==> src/design/vna_pkg.sv <==
`timescale 1ns / 1ps
// ----------------------------------------------------------------------------
// vna_pkg
// Shared types and constants of the vertex normal accumulator: beat
// structs of both channels, the command passed from front to back and the
// fixed-point widths.
// ----------------------------------------------------------------------------
package vna_pkg;

    // field widths
    localparam int IDX_W = 12;
    localparam int POS_W = 16;
    localparam int NRM_W = 16;
    localparam int SUM_W = 24;
    // width of a vector handed to the normalizer (cross product or sum)
    localparam int VEC_W = 36;

    // default mesh size
    localparam int DEF_VERTICES = 4096;

    // opcodes of an input beat
    localparam logic [1:0] OP_LOAD = 2'd0;
    localparam logic [1:0] OP_TRI  = 2'd1;
    localparam logic [1:0] OP_READ = 2'd2;
    localparam logic [1:0] OP_NOP  = 2'd3;

    // saturation bounds of a sum component
    localparam logic [SUM_W-1:0] SUM_MAX = 24'h7FFFFF;
    localparam logic [SUM_W-1:0] SUM_MIN = 24'h800000;

    // one in Q1.14
    localparam logic [16:0] ONE_Q14 = 17'd16384;

    typedef struct packed {
        logic [1:0]              opcode;
        logic [IDX_W-1:0]        vertex_index;
        logic signed [POS_W-1:0] pos_x;
        logic signed [POS_W-1:0] pos_y;
        logic signed [POS_W-1:0] pos_z;
        logic [IDX_W-1:0]        corner_a;
        logic [IDX_W-1:0]        corner_b;
        logic [IDX_W-1:0]        corner_c;
    } t_in_item;

    typedef struct packed {
        logic [IDX_W-1:0]        out_vertex;
        logic signed [NRM_W-1:0] normal_x;
        logic signed [NRM_W-1:0] normal_y;
        logic signed [NRM_W-1:0] normal_z;
    } t_out_item;

    // work kinds after classification
    typedef enum logic [1:0] {
        CMD_LOAD,
        CMD_TRI,
        CMD_READ,
        CMD_READ_ZERO
    } t_cmd_kind;

    // one queued command; idx_a is the vertex of a load or read
    typedef struct packed {
        t_cmd_kind               kind;
        logic [IDX_W-1:0]        idx_a;
        logic [IDX_W-1:0]        idx_b;
        logic [IDX_W-1:0]        idx_c;
        logic signed [POS_W-1:0] pos_x;
        logic signed [POS_W-1:0] pos_y;
        logic signed [POS_W-1:0] pos_z;
    } t_cmd;

    // normalizer result, valid for one cycle
    typedef struct packed {
        logic                    valid;
        logic signed [NRM_W-1:0] x;
        logic signed [NRM_W-1:0] y;
        logic signed [NRM_W-1:0] z;
    } t_unit_res;

endpackage

==> src/design/vna_front.sv <==
`timescale 1ns / 1ps
`default_nettype none
// ----------------------------------------------------------------------------
// vna_front
// Input side: takes beats, drops no-ops and out-of-range loads and
// triangles, and queues the rest as commands for the back end.
// ----------------------------------------------------------------------------
module vna_front import vna_pkg::*; #(
    parameter int VERTICES = DEF_VERTICES
) (
    input  wire logic     i_clk,
    input  wire logic     i_rst_n,
    input  wire logic     i_hold,
    input  wire logic     i_valid,
    output logic          o_ready,
    input  wire t_in_item i_data,
    output logic          o_cmd_valid,
    input  wire logic     i_cmd_ready,
    output t_cmd          o_cmd
);

    localparam int QD = 2;

    t_cmd       r_q [QD];
    logic       r_wp;
    logic       r_rp;
    logic [1:0] r_cnt;

    logic accept;
    logic drop;
    logic push;
    logic pop;
    logic ra;
    logic rb;
    logic rc;
    t_cmd cmd;

    function automatic logic in_range(input logic [IDX_W-1:0] idx);
        return 32'(idx) < 32'(VERTICES);
    endfunction

    // classify the incoming beat
    always_comb begin
        ra = in_range((i_data.opcode == OP_TRI) ? i_data.corner_a : i_data.vertex_index);
        rb = in_range(i_data.corner_b);
        rc = in_range(i_data.corner_c);
        cmd.idx_a = (i_data.opcode == OP_TRI) ? i_data.corner_a : i_data.vertex_index;
        cmd.idx_b = i_data.corner_b;
        cmd.idx_c = i_data.corner_c;
        cmd.pos_x = i_data.pos_x;
        cmd.pos_y = i_data.pos_y;
        cmd.pos_z = i_data.pos_z;
        case (i_data.opcode)
            OP_LOAD: begin
                cmd.kind = CMD_LOAD;
                drop     = !ra;
            end
            OP_TRI: begin
                cmd.kind = CMD_TRI;
                drop     = !(ra && rb && rc);
            end
            OP_READ: begin
                cmd.kind = ra ? CMD_READ : CMD_READ_ZERO;
                drop     = 1'b0;
            end
            default: begin
                cmd.kind = CMD_LOAD;
                drop     = 1'b1;
            end
        endcase
    end

    // queue handshakes
    assign o_ready     = (r_cnt != 2'(QD)) && !i_hold;
    assign accept      = i_valid && o_ready;
    assign push        = accept && !drop;
    assign o_cmd_valid = (r_cnt != 2'd0);
    assign pop         = o_cmd_valid && i_cmd_ready;
    assign o_cmd       = r_q[r_rp];

    // command queue
    always_ff @(posedge i_clk) begin
        if (!i_rst_n) begin
            r_wp  <= 1'b0;
            r_rp  <= 1'b0;
            r_cnt <= 2'd0;
        end else begin
            if (push) begin
                r_q[r_wp] <= cmd;
                r_wp      <= ~r_wp;
            end
            if (pop) begin
                r_rp <= ~r_rp;
            end
            case ({push, pop})
                2'b10:   r_cnt <= r_cnt + 2'd1;
                2'b01:   r_cnt <= r_cnt - 2'd1;
                default: r_cnt <= r_cnt;
            endcase
        end
    end

    // queue never overfills
    a_cnt_bound: assert property (@(posedge i_clk) disable iff (!i_rst_n)
        r_cnt <= 2'(QD))
        else $error("command queue overfilled");

    // nothing accepted during the clearing pass
    a_hold: assert property (@(posedge i_clk) disable iff (!i_rst_n)
        i_hold |-> !o_ready)
        else $error("beat accepted during clearing pass");

    // a dropped beat leaves no entry behind
    a_drop: assert property (@(posedge i_clk) disable iff (!i_rst_n)
        (accept && drop && !pop) |=> (r_cnt == $past(r_cnt)))
        else $error("dropped beat changed queue fill");

endmodule
`default_nettype wire

==> config.mk <==
export PLATFORM = sky130hd
export DESIGN_NAME = vna_front
export DESIGN_NICKNAME = d
export VERILOG_FILES = /design/src/design/vna_pkg.sv /design/src/design/vna_front.sv
export SDC_FILE = /design/constraint.sdc
export NUM_CORES = 1
export LEC_CHECK = 0
export BUFFER_PORTS_ARGS = -buffer_cell sky130_fd_sc_hd__buf_4
export CAP_MARGIN = 20
export CORE_UTILIZATION = 40
export CTS_BUF_LIST = sky130_fd_sc_hd__clkbuf_4 sky130_fd_sc_hd__clkbuf_8
export CTS_CLUSTER_DIAMETER = 60
export DETAILED_ROUTE_END_ITERATION = 10
export PLACE_DENSITY = 0.72
export SLEW_MARGIN = 0
export SYNTH_ARGS = -nofsm -noshare
export SYNTH_HDL_FRONTEND = slang
export SYNTH_SLANG_ARGS = --single-unit
==> constraint.sdc <==
create_clock -name i_clk -period 9.82 [get_ports i_clk]
set_input_delay 1.473 -clock i_clk [delete_from_list [all_inputs] [get_ports i_clk]]
set_output_delay 1.473 -clock i_clk [all_outputs]
set_load 0.03 [all_outputs]
==> run_results.csv <==
group,metric,value,unit
setup_path,endpoint_kind,"flop",
clocking,cts_setup_buffers,0,
grt,overflow,0,
setup_path,critPathMaxFanout,52,
setup_path,slowest_stage,"nor2_4",
floorplan,core_area,0.0160,mm²
power,power_density,212,mW/mm²
power,p_leak,0.00316,µW
clocking,hold_buffers,0,
routing,route.detailed.drc,0,
floorplan,die_area,0.0171,mm²
routing,wl_met1,5010,µm
setup_path,r2r_end,"r_q[0][69]$_DFFE_PP_",
layout,multi_input_comb_area,0.00127,mm²
floorplan,num_rows,46,
clocking,root_buffer,"clkbuf_8",
grt,grt_max_degree,53,
synthesis,synth-compound-area-share,0.454,%
synthesis,yosys.area_share.simple,1.19,%
routing,dr.first_iter.drc_count,197,
routing,num_vias,3474,
setup_path,cp_num_buf_inv,3,
grt,grt.total_usage,14.6,%
sta,setup_violations,0,
placement,dp_hpwl,7990,µm
grt,antenna_found_initial,0,
routing,dr.pass1.iters,4,
sta,rsz0062_at_grt,"no",
setup_path,required,9890,ps
sta,fin_crit_sh,37.0,%
synthesis,synth_xor_area_share,0.397,%
floorplan,initial_core_util,41.3,%
synthesis,yosysSeqAreaShare,79.6,%
setup_path,start_kind,"primary input",
setup_path,path_delay_family,"buffers and inverters",
layout,post_route_cells_drive_above_1_share,62.5,%
run_status,status,"complete, no violations",
sta,tns,0,ps
synthesis,synth_nets,414,
routing,drt-total-wl,12200,µm
floorplan,die_x,131,µm
routing,met2WireLength,6300,µm
setup_path,cp_slowest_stage_delay,800,ps
synthesis,synth_top_family_by_area,"multiplexers",
clocking,clockBufferDepth,2,
synthesis,synthAdderAreaFrac,0.189,%
run,drv_cap,0,
synthesis,ys_types,24,
synthesis,muxShareOfSynthArea,16.8,%
synthesis,avgSynthCellArea,21.3,µm²
clocking,htree_num_levels,4,
hold_path,hold_path_class,"reg -> reg",
synthesis,yosys_warnings,0,
layout,fill_cells,1328,
setup_path,timing.rr.start,"r_cnt[0]$_SDFFE_PN0P_",
clocking,cts_buffers,17,
setup_path,rrSetupSlack,6950,ps
synthesis,syn_area,0.00661,mm²
sta,holdWs,486,ps
setup_path,crit_path_cell_trace,"buf_4 -> a21bo_2 -> nor3_1 -> inv_1 -> nor2_4 -> buf_4",
sta,max_freq,275,MHz
setup_path,worst-r2r-cell-count,5,
setup_path,cp.arrival,3700,ps
layout,area_growth,31.2,%
setup_path,crit_path_start,"i_data[97]",
synthesis,synthCells,310,
clocking,cts_resized,0,
sta,min_period,3630,ps
setup_path,cpMostUsedCell,"buf_4",
placement,routabilityCongestion,0.703,
routing,wl_per_cell,16.5,µm
layout,diodes,0,
clocking,cts_tree,"yes",
layout,seqCellArea,0.00527,mm²
routing,wl_met3,769,µm
clocking,clk_latency,440,ps
sta,slew_headroom,32.5,%
power,vdd_drop_max,0.000118,V
setup_path,crit_cells,6,
grt,grt_pass1_wl,18200,µm
routing,postRouteAntennaNets,0,
grt,grt_pass1_vias,3673,
clocking,cts.sinks,177,
setup_path,critical_path_class,"in -> reg",
layout,fin_nets,616,
setup_path,crit_path_end,"r_q[0][69]$_DFFE_PP_",
clocking,clkTransAtPathRegs,90,ps
sta,drv_slew,0,
synthesis,ys_ff_latch,177,
sta,fin_skew,12.4,ps
floorplan,ios,191,
sta,worst_slew_pin_slew,1010,ps
floorplan,fp.dieH,131,µm
placement,port_buffers,190,
sta,finalHoldViolations,0,
routing,viasPerCell,4.69,
routing,highest_layer,"met4",
-- cell usage in the layout, fill, tap and decap left out --
cell / instances
nand2_1: 1
clkinv_4: 2
o21ai_0: 1
and2_1: 1
clkinv_2: 4
clkbuf_8: 17
a21bo_2: 1
clkinv_1: 1
ha_1: 1
xnor2_1: 3
or3_1: 1
nor2b_1: 5
nand2b_1: 1
a21boi_1: 1
mux2i_1: 1
nor2_4: 1
and3_4: 1
buf_16: 1
inv_1: 1
inv_6: 3
buf_4: 193
clkinvlp_4: 1
or2_2: 1
edfxtp_1: 172
nor2_1: 1
mux2_2: 98
bufinv_16: 2
nor3_1: 1
dfxtp_4: 1
dfxtp_1: 4
clkbuf_4: 2
o21a_1: 1
-- area by class of cell --
cell class	count	area share, %
clock buffers	19	2.87
flip-flops and latches	177	60.7
repair buffers	194	17.0
clock inverters	13	1.56
inverters	1	0.0433
well taps	216	3.11
multi-input cells	121	14.7
-- cell usage after synthesis (all sizes together) --
cell / number / area share (%)
or3: 1 / 0.095
o21ai: 1 / 0.076
clkbuf: 1 / 0.057
or2: 1 / 0.095
o21a: 1 / 0.11
xnor2: 3 / 0.40
ha: 1 / 0.19
nor3: 1 / 0.076
edfxtp: 172 / 78
nand2: 1 / 0.057
dfxtp: 5 / 1.5
a21bo: 1 / 0.15
nand2b: 1 / 0.095
a21boi: 1 / 0.11
mux2: 98 / 17
buf: 10 / 1.2
nor2b: 5 / 0.47
nor2: 2 / 0.11
mux2i: 1 / 0.15
inv: 1 / 0.057
and2: 1 / 0.095
and3: 1 / 0.095
-- registers in the layout, indices dropped and copies added, names as in the netlist, named ones only --
name,count
r_q,172
r_wp,1
r_rp,1
r_cnt,2
-- worst reg2reg max path: cells and delay by family (launching register included) --
family                 cells  cell delay, ps
buffers and inverters      2             900
flip-flops                 1             440
AND/OR/NAND/NOR            3            1130
-- worst min path at each step --
| stage | slack, ps | end | depth (start not counted) | from |
|---|---|---|---|---|
| after floorplan | 440 | r_wp$_SDFFE_PN0P_ | 2 | r_wp$_SDFFE_PN0P_ |
| after global placement | 460 | r_wp$_SDFFE_PN0P_ | 2 | r_wp$_SDFFE_PN0P_ |
| after detailed placement | 480 | r_wp$_SDFFE_PN0P_ | 2 | r_wp$_SDFFE_PN0P_ |
| after CTS | 490 | r_wp$_SDFFE_PN0P_ | 2 | r_wp$_SDFFE_PN0P_ |
| after global routing | 540 | r_wp$_SDFFE_PN0P_ | 2 | r_wp$_SDFFE_PN0P_ |
| final | 490 | r_wp$_SDFFE_PN0P_ | 2 | r_wp$_SDFFE_PN0P_ |
-- layer usage --
| metal | up-vias | track usage, % |
|---|---|---|
| met3 | 12 | 4.52 |
| met2 | 122 | 26.1 |
| met1 | 1716 | 16.3 |
| met5 | - | 0 |
| li1 | 1624 | - |
| met4 | 0 | 5.48 |
-- power by group --
| part | switching, µW | leakage, µW | internal (µW) |
|---|---|---|---|
| sequential | 28.9 | 0.00160 | 855 |
| combinational | 258 | 0.00136 | 220 |
| clock | 250 | 0.000199 | 232 |
-- through the flow --
stage / std cells / power, µW / instance area, µm² / setup slack (ps) / util (%)
floorplan: 310 / 1210 / 6610 / 3750 / -
global placement: 708 / 1370 / 8270 / 5680 / 51.7
detailed placement: 709 / 1380 / 8290 / 5660 / 51.8
CTS: 741 / 1870 / 8680 / 6150 / 54.2
global route: 741 / 1920 / 8680 / 5930 / 54.2
finish: 741 / 1840 / 8680 / 6190 / 54.2
-- logic make-up after synthesis --
kind of cell,count (synthesis)
DFF,177
xor gates and xnor gates,3
adders and majority gates,1
and+or+nand+nor,14
buffers and inverters,12
AOI/OAI and AO/OA,4
muxes,99
Note: power is estimated with default switching activity, not from simulation.
